### src/hw/rtl/wrms_pkg.sv
package wrms_pkg;

  localparam int SAMPLE_BITS = 16;
  localparam int FRAC_BITS   = 8;
  localparam int ACC_BITS    = 47;
  localparam int CNT_BITS    = 16;
  localparam int OUT_BITS    = 24;

  localparam int PROD_BITS = 2 * SAMPLE_BITS;
  // dividend is the sum scaled by 2^(2*FRAC_BITS)
  localparam int DIVD_BITS = ACC_BITS + 2 * FRAC_BITS;
  localparam int DIV_BITS  = CNT_BITS + 1;
  localparam int DREM_BITS = CNT_BITS;
  localparam int SREM_BITS = OUT_BITS + 1;
  localparam int STEP_BITS = 6;

  localparam int ADDR_BITS = 3;
  localparam logic [0:0] REG_WINDOW_LENGTH = 1'b0;
  localparam logic [CNT_BITS-1:0] WINDOW_RESET = 16'd1600;

  // largest level: a full window of most negative samples
  localparam logic [OUT_BITS-1:0] LEVEL_MAX = 24'h800000;

  typedef enum logic [4:0] {
    ST_IDLE = 5'b00001,
    ST_MAC  = 5'b00010,
    ST_DIV  = 5'b00100,
    ST_SQRT = 5'b01000,
    ST_FIN  = 5'b10000
  } state_t;

endpackage

### src/hw/rtl/windowed_rms_level_meter.sv
// Channel   Dir   Handshake                     Payload
// in        in    in_tvalid / in_tready         in_tdata[15:0]  sample
// out       out   out_tvalid / out_tready       out_tdata[23:0] rms_level
// cfg       in    APB, pready tied high         window_length at byte 0
//
// A sample is accepted, then squared by 16 shift-add steps of the squarer.
// The sample that closes a window adds 63 divider steps (one quotient bit each),
// 24 root steps (one root bit each) and a final load of the output register.
// rst_n is synchronous: clears sum, count, state and output valid; window 1600.
// A result waiting in the output register does not block new samples; a second
// result stalls in the final state until the first transfer completes.
module windowed_rms_level_meter (
  input  logic                              clk,
  input  logic                              rst_n,
  input  logic                              in_tvalid,
  output logic                              in_tready,
  input  logic [wrms_pkg::SAMPLE_BITS-1:0]  in_tdata,    // [15:0] sample
  output logic                              out_tvalid,
  input  logic                              out_tready,
  output logic [wrms_pkg::OUT_BITS-1:0]     out_tdata,   // [23:0] rms_level
  input  logic                              cfg_psel,
  input  logic                              cfg_penable,
  input  logic                              cfg_pwrite,
  input  logic [wrms_pkg::ADDR_BITS-1:0]    cfg_paddr,
  input  logic [31:0]                       cfg_pwdata,
  output logic [31:0]                       cfg_prdata,
  output logic                              cfg_pready
);

  localparam int SB = wrms_pkg::SAMPLE_BITS;
  localparam int PB = wrms_pkg::PROD_BITS;
  localparam int AB = wrms_pkg::ACC_BITS;
  localparam int CB = wrms_pkg::CNT_BITS;
  localparam int OB = wrms_pkg::OUT_BITS;
  localparam int DB = wrms_pkg::DIVD_BITS;
  localparam int VB = wrms_pkg::DIV_BITS;
  localparam int RB = wrms_pkg::DREM_BITS;
  localparam int QB = wrms_pkg::SREM_BITS;
  localparam int TB = wrms_pkg::STEP_BITS;
  localparam int FB2 = 2 * wrms_pkg::FRAC_BITS;

  wrms_pkg::state_t state_r, state_nxt;

  logic [CB-1:0] window_r;
  logic [AB-1:0] acc_r, acc_nxt;
  logic [CB-1:0] cnt_r, cnt_nxt;
  logic [PB-1:0] mcand_r, mcand_nxt;
  logic [SB-1:0] mplier_r, mplier_nxt;
  logic [TB-1:0] step_r, step_nxt;
  logic [VB-1:0] div_r, div_nxt;
  logic [RB-1:0] drem_r, drem_nxt;
  logic [DB-1:0] dq_r, dq_nxt;
  logic [QB-1:0] srem_r, srem_nxt;
  logic [OB-1:0] root_r, root_nxt;
  logic [OB-1:0] out_data_r, out_data_nxt;
  logic          out_valid_r, out_valid_nxt;

  logic          cfg_wr;
  logic [SB-1:0] mag;
  logic [AB-1:0] acc_sum;
  logic [VB-1:0] taken, limit;
  logic [VB-1:0] dtrial;
  logic          dge;
  logic [QB:0]   strial_r2, strial;
  logic          sge;
  logic          out_free;

  assign cfg_pready = 1'b1;
  assign cfg_wr = cfg_psel & cfg_penable & cfg_pwrite & cfg_pready &
                  (cfg_paddr[2] == wrms_pkg::REG_WINDOW_LENGTH);
  assign cfg_prdata = (cfg_paddr[2] == wrms_pkg::REG_WINDOW_LENGTH) ?
                      {{(32-CB){1'b0}}, window_r} : 32'd0;

  assign in_tready  = (state_r == wrms_pkg::ST_IDLE);
  assign out_tvalid = out_valid_r;
  assign out_tdata  = out_data_r;
  assign out_free   = ~out_valid_r | out_tready;

  // two's complement magnitude; the most negative sample maps to 2^(SB-1)
  assign mag = in_tdata[SB-1] ? (~in_tdata + 1'b1) : in_tdata;

  assign acc_sum = acc_r + (mplier_r[0] ? {{(AB-PB){1'b0}}, mcand_r} : '0);
  assign taken   = {1'b0, cnt_r} + 1'b1;
  // a zero window length means 2^CB samples
  assign limit   = (window_r == '0) ? {1'b1, {CB{1'b0}}} : {1'b0, window_r};

  // restoring division, one quotient bit per step
  assign dtrial = {drem_r, dq_r[DB-1]};
  assign dge    = (dtrial >= div_r);

  // restoring square root, one root bit per step, two radicand bits consumed
  assign strial_r2 = {srem_r[QB-2:0], dq_r[2*OB-1 -: 2]};
  assign strial    = {root_r, 2'b01};
  assign sge       = (strial_r2 >= strial);

  always_comb begin
    state_nxt     = state_r;
    acc_nxt       = acc_r;
    cnt_nxt       = cnt_r;
    mcand_nxt     = mcand_r;
    mplier_nxt    = mplier_r;
    step_nxt      = step_r;
    div_nxt       = div_r;
    drem_nxt      = drem_r;
    dq_nxt        = dq_r;
    srem_nxt      = srem_r;
    root_nxt      = root_r;
    out_data_nxt  = out_data_r;
    out_valid_nxt = out_valid_r & ~out_tready;
    case (state_r)
      wrms_pkg::ST_IDLE: begin
        if (in_tvalid) begin
          mcand_nxt  = {{(PB-SB){1'b0}}, mag};
          mplier_nxt = mag;
          step_nxt   = TB'(SB - 1);
          state_nxt  = wrms_pkg::ST_MAC;
        end
      end
      wrms_pkg::ST_MAC: begin
        acc_nxt    = acc_sum;
        mcand_nxt  = {mcand_r[PB-2:0], 1'b0};
        mplier_nxt = {1'b0, mplier_r[SB-1:1]};
        step_nxt   = step_r - 1'b1;
        if (step_r == '0) begin
          if (taken < limit) begin
            cnt_nxt   = taken[CB-1:0];
            state_nxt = wrms_pkg::ST_IDLE;
          end else begin
            dq_nxt    = {acc_sum, {FB2{1'b0}}};
            div_nxt   = taken;
            drem_nxt  = '0;
            acc_nxt   = '0;
            cnt_nxt   = '0;
            step_nxt  = TB'(DB - 1);
            state_nxt = wrms_pkg::ST_DIV;
          end
        end
      end
      wrms_pkg::ST_DIV: begin
        drem_nxt = dge ? RB'(dtrial - div_r) : dtrial[RB-1:0];
        dq_nxt   = {dq_r[DB-2:0], dge};
        step_nxt = step_r - 1'b1;
        if (step_r == '0) begin
          srem_nxt  = '0;
          root_nxt  = '0;
          step_nxt  = TB'(OB - 1);
          state_nxt = wrms_pkg::ST_SQRT;
        end
      end
      wrms_pkg::ST_SQRT: begin
        srem_nxt = sge ? QB'(strial_r2 - strial) : strial_r2[QB-1:0];
        root_nxt = {root_r[OB-2:0], sge};
        dq_nxt   = {dq_r[DB-3:0], 2'b00};
        step_nxt = step_r - 1'b1;
        if (step_r == '0) begin
          state_nxt = wrms_pkg::ST_FIN;
        end
      end
      wrms_pkg::ST_FIN: begin
        if (out_free) begin
          out_data_nxt  = root_r;
          out_valid_nxt = 1'b1;
          state_nxt     = wrms_pkg::ST_IDLE;
        end
      end
      default: begin
        state_nxt = wrms_pkg::ST_IDLE;
      end
    endcase
  end

  always_ff @(posedge clk) begin
    if (!rst_n) begin
      state_r     <= wrms_pkg::ST_IDLE;
      window_r    <= wrms_pkg::WINDOW_RESET;
      acc_r       <= '0;
      cnt_r       <= '0;
      step_r      <= '0;
      out_valid_r <= 1'b0;
    end else begin
      state_r     <= state_nxt;
      acc_r       <= acc_nxt;
      cnt_r       <= cnt_nxt;
      step_r      <= step_nxt;
      out_valid_r <= out_valid_nxt;
      if (cfg_wr) begin
        window_r <= cfg_pwdata[CB-1:0];
      end
    end
  end

  always_ff @(posedge clk) begin
    mcand_r    <= mcand_nxt;
    mplier_r   <= mplier_nxt;
    div_r      <= div_nxt;
    drem_r     <= drem_nxt;
    dq_r       <= dq_nxt;
    srem_r     <= srem_nxt;
    root_r     <= root_nxt;
    out_data_r <= out_data_nxt;
  end

endmodule

### config.mk
export PLATFORM = sky130hd
export DESIGN_NAME = windowed_rms_level_meter
export DESIGN_NICKNAME = d
export VERILOG_FILES = /design/src/hw/rtl/wrms_pkg.sv /design/src/hw/rtl/windowed_rms_level_meter.sv
export SDC_FILE = /design/constraint.sdc
export NUM_CORES = 1
export LEC_CHECK = 0
export BUFFER_PORTS_ARGS = -buffer_cell sky130_fd_sc_hd__buf_2
export CORE_UTILIZATION = 45
export DETAILED_ROUTE_END_ITERATION = 10
export PLACE_DENSITY = 0.71
export SLEW_MARGIN = 20
export SYNTH_ARGS = -nofsm -noshare
export SYNTH_HDL_FRONTEND = slang
export SYNTH_SLANG_ARGS = --single-unit
### constraint.sdc
create_clock -name clk -period 7.45 [get_ports clk]
set_input_delay 0.745 -clock clk [delete_from_list [all_inputs] [get_ports clk]]
set_output_delay 0.745 -clock clk [all_outputs]
set_load 0.005 [all_outputs]
Word level (Yosys, flattened, before mapping). Index checks and enable logic that the tools add are counted.

Logic and storage cells: 97. Register bits: 307.

Mux-type cells: 37. Bitwise gates (word level): 10. $add $sub $neg: 6. Eq/ne operators: 11. Magnitude comparators: 3. Reduce and logical (&&, ||, !) cells: 16.

Operator list (count): $pmux W63 S3 (1); $mux W63 (2); $mux W16 (7); $pmux W24 S2 (2); $mux W47 (2); $mux W24 (3); $mux W32 (2); $pmux W16 S2 (2); $pmux W32 S2 (1); $add A47 B32 Y47 (1); $ge A26 B26 Y1 (1); $mux W5 (5); $pmux W5 S5 (1); $mux W6 (4); $pmux W6 S4 (1); $sub A24 B24 Y24 (1); $add A16 B1 Y17 const B (1); $ge A17 B17 Y1 (1); $lt A17 B17 Y1 (1); $mux W17 (1); $add A16 B1 Y16 const B (1); $logic_not A16 Y1 (1); $not A16 Y16 (1); $sub A16 B16 Y16 (1); other kinds (19) (39).

Logic depth before layout (Yosys ltp).
Depth after elaboration: 6. Gate-level depth with buffers: 16. Mapped depth without buffers: 15.

Worst setup path before layout. OpenSTA, ideal clock, no wires.

Path kind: flip-flop to flip-flop. Start point: register cnt_r[4]. End point: register dq_r[0] (enable). Arrival: 5.725 ns. Cell stages (with the launch flop): 14. Setup slack: 1.220 ns. Data required time: 6.945 ns. Path buffers: 0. Cell sequence: dfxtp_1 -> and4_1 -> nand4_1 -> nor2_1 -> and3_1 -> and3_1 -> xor2_1 -> ha_1 -> nand4_1 -> nor3_1 -> o41a_1 -> o31a_1 -> nor2_1 -> a21oi_1.

Word-level cells in the longest chain between the ends: 4.

Ends and longest elaborated chain: from (decl) (line windowed_rms_level_meter.sv:46) `logic [CB-1:0] cnt_r, cnt_nxt;`; from (signal assigned) (line windowed_rms_level_meter.sv:183) `cnt_r <= cnt_nxt;`; $add A16 B1 Y17 (line windowed_rms_level_meter.sv:83) `assign taken = {1'b0, cnt_r} + 1'b1;`; named net taken[14] (line windowed_rms_level_meter.sv:61) `logic [VB-1:0] taken, limit;`; $lt A17 B17 Y1 (line windowed_rms_level_meter.sv:125) `if (taken < limit) begin`; $ne A2 B2 Y1 (no line); $reduce_and A3 Y1 (no line); to (signal assigned) (line windowed_rms_level_meter.sv:197) `dq_r <= dq_nxt;`; to (decl) (line windowed_rms_level_meter.sv:52) `logic [DB-1:0] dq_r, dq_nxt;`.

The timed path passes the listed nets, and every way through them passes these cells. A chain may end at the register's enable or synchronous reset.

Worst setup path in the final report.
Start point: register cnt_r[3]. End point: register dq_r[7] (enable).

The elaborated chain is that of the path after synthesis.

==> run summary <==
hpwl dp: 26780 um
Post-Synth Simple-Gate Area: 16.55%
leakage power total: 8.162 nW
average wire per standard cell: 15.81 um
routability cong.: 0.9042
Worst Hold Class: flop to flop
Antenna Nets Post-Route: 0
Max Buffers Root-to-Sink: 3
final wirelength: 38120 um
cts hold-fix bufs: 0
CTS tree: done
Finished Layout Cells: 2411
vias in the first global route: 13130
maximum vdd ir drop: 149.8 uV
root buf cell: clkbuf_16
syn avg cell area: 9.843 um2
Worst Skew: 26.22 ps
TritonCTS Buffers: 36
nets@finish: 2022
DRC: 0
crit path max fanout: 33
most frequent cells after synthesis: edfxtp_1, nand2_1, nor2_1, o21ai_0, a21oi_1
final period utilization: 68.35%
Worst EP arrival: 5250 ps
fraction of synthesized area in multiplexers: 1.345%
Startpoint Class: flop
Compound-Gate Fraction of Synth Area: 18.87%
status: finished, final reports clean
Initial Util: 45.88%
Netlist cell types: 82
share of cells above drive strength 1: 9.456%
1st-iter DRT viols: 806
pins over their slew limit: 0
Skew-Pair Late Insertion Delay: 520 ps
fmax: 0.1964 GHz
top-count cell post-synth: edfxtp_1
Via density: 5.591
dpl ws: 2425 ps
ys async rst share: 0%
DIE AREA: 0.04048 mm2
Synth Area in XOR/XNOR: 5.249%
Pre-antenna DRT Iters: 5
area of the core region: 0.03892 mm2
largest net degree at the start of global routing: 69
DIE WIDTH: 201.2 um
Placed Cells: 2347
H-tree Lvls: 2
Rows: 72
Final Hold Violating Endpoints: 0
fin crit period: 5092 ps
Final Power: 3.911 mW
Tot GR Track Use: 18.57%
Cell Pwr Density: 197.5 mW/mm2
Setup Viol. Count Final: 0
Post-Synthesis Cells: 1814
area share of the largest cell type after synthesis: 36.33%
clock slew at reported path FFs: 60 ps
initial antenna violation count: 0
prevailing post-synth register cell: edfxtp_1
Post-CTS Setup Inserts: 0
Layout Utilization: 50.87%
setup TNS: 0 ps
first-pass GRT wire length: 63060 um
setup slack after layout: 2358 ps
unrepaired setup endpoints after global routing: no
max cap viols: 0
Yosys reg bits: 307
largest family of logic cells by synthesized area: compound AO/OA/AOI/OAI gates
area delta synth->final: 10.89%
Port Buffers: 81
Worst-Margin Slew: 1121 ps
Filler cells: 3500
via count: 13480
Area contributors post-synth: edfxtp_1, dfxtp_1, ha_1, o21ai_0, nand2_1
CP endpoint kind: flop
Die Height: 201.2 um
post-synthesis sequential area ratio: 46.53%
Sink Count: 307
Post-Synth Adder-Cell Area: 6.882%
post-synth top area cell: edfxtp_1
IO Count: 117
worst path required time: 7610 ps
post_cts resized: 0
Ant. Diodes: 0
Remaining Overflow, GRT: 0
synth warn: 0
Max-slew headroom: 24.97%
critical path class: flop to flop
synthesized cell area: 0.01785 mm2
Post-synth EDFFs: 216
## cell usage in the layout, fill, tap and decap left out, types with 6 or more instances in the layout
cell type and instances:
nand3b_1 10, xor2_1 51, nor3_1 20, nor2b_1 33, edfxtp_1 216, a211oi_1 13
nand3_1 47, nor2_1 136, dfxtp_1 91, nand2_1 151, a21oi_1 99, a21o_1 36
or2_2 7, o31ai_1 9, a22oi_1 49, and3_1 23, a22o_1 15, o211ai_1 14
nand4_1 19, mux2i_1 24, o21a_1 41, and2_1 63, o31a_1 6, clkbuf_16 39
a2bb2oi_1 14, buf_2 81, nor4_1 12, o21bai_1 13, inv_1 89, xnor2_1 56
nand2b_1 12, o21ai_0 121, ha_1 95, or3_1 19, buf_4 15, conb_1 17
a21boi_0 18, a31oi_1 13, clkbuf_1 9
## metal layers
metal  share of wire, %  global-route usage, %  vias up  routed length, um
met5                  0                      0        -                  0
met4                2.4                  6.385        0                918
met3                4.2                  2.592       68               1598
met2                 48                  31.57      313              18200
met1                 46                  24.21     6398              17400
li1                   -                      -     6700                  -
## cells by family (layout without fill, tap and decap cells)
family / count (synthesis) / after routing
AO/OA/AOI/OAI: 506 / 506
XOR/XNOR: 107 / 107
adder cells (fa/ha/maj): 97 / 97
buffers and inverters: 185 / 249
flip-flops: 307 / 307
multiplexers: 24 / 24
other: 2 / 17
AND/OR/NAND/NOR: 586 / 586
## through the flow
step / hold slack [ps] / area, um2
6_report: 430.9 / 19800
5_1_grt: 462.6 / 19800
4_1_cts: 437.7 / 19800
3_5_place_dp: 435.8 / 18630
3_3_place_gp: 433.1 / 18630
2_1_floorplan: 426.4 / 17910
## worst paths after layout
| kind | start | end | slack (ps) | depth (start not counted) |
|---|---|---|---|---|
| setup reg to reg | cnt_r[3] | dq_r[7] | 2360 | 14 |
| setup / recovery | cnt_r[3] | dq_r[7] | 2360 | 14 |
| hold / removal | root_r[1] | out_tdata[1] | 430 | 0 |
| hold reg to reg | root_r[1] | out_tdata[1] | 430 | 0 |
## worst max-delay path, stage by stage (launching register included)
cell and delay (ps):
dfxtp_1 430, and4_1 330, nand4_1 220, nor2_1 270, and3_1 240, and3_1 220
xor2_1 100, ha_1 310, nand4_1 150, nor3_1 230, o41a_1 290, o31a_1 380
nor2_1 200, a21oi_4 810, buf_4 530
## power breakdown
part / switching (mW) / total [mW] / internal, mW / leakage [nW]
Clock: 0.674 / 1.71 / 1.04 / 0.569
Combinational: 0.175 / 0.286 / 0.112 / 4.82
Sequential: 0.0302 / 1.91 / 1.88 / 2.77
## final cells by class
class	count	area [um2]	area share, %
well taps	518	648.1	3.274
inverters	89	334.1	1.687
multi-input cells	1337	8827	44.58
clock buffers	53	1079	5.447
repair buffers	96	518.0	2.616
clock inverters	11	85.08	0.4297
flip-flops and latches	307	8308	41.96
## flip-flops by register name, summed over array words and instances (netlist names)
register,count
step_r,6
window_r,16
state_r,5
srem_r,24
mplier_r,16
cnt_r,16
dq_r,63
root_r,24
out_tdata,24
acc_r,47
mcand_r,32
drem_r,16
div_r,17
out_tvalid,1
(Power assumes the default switching activity.)
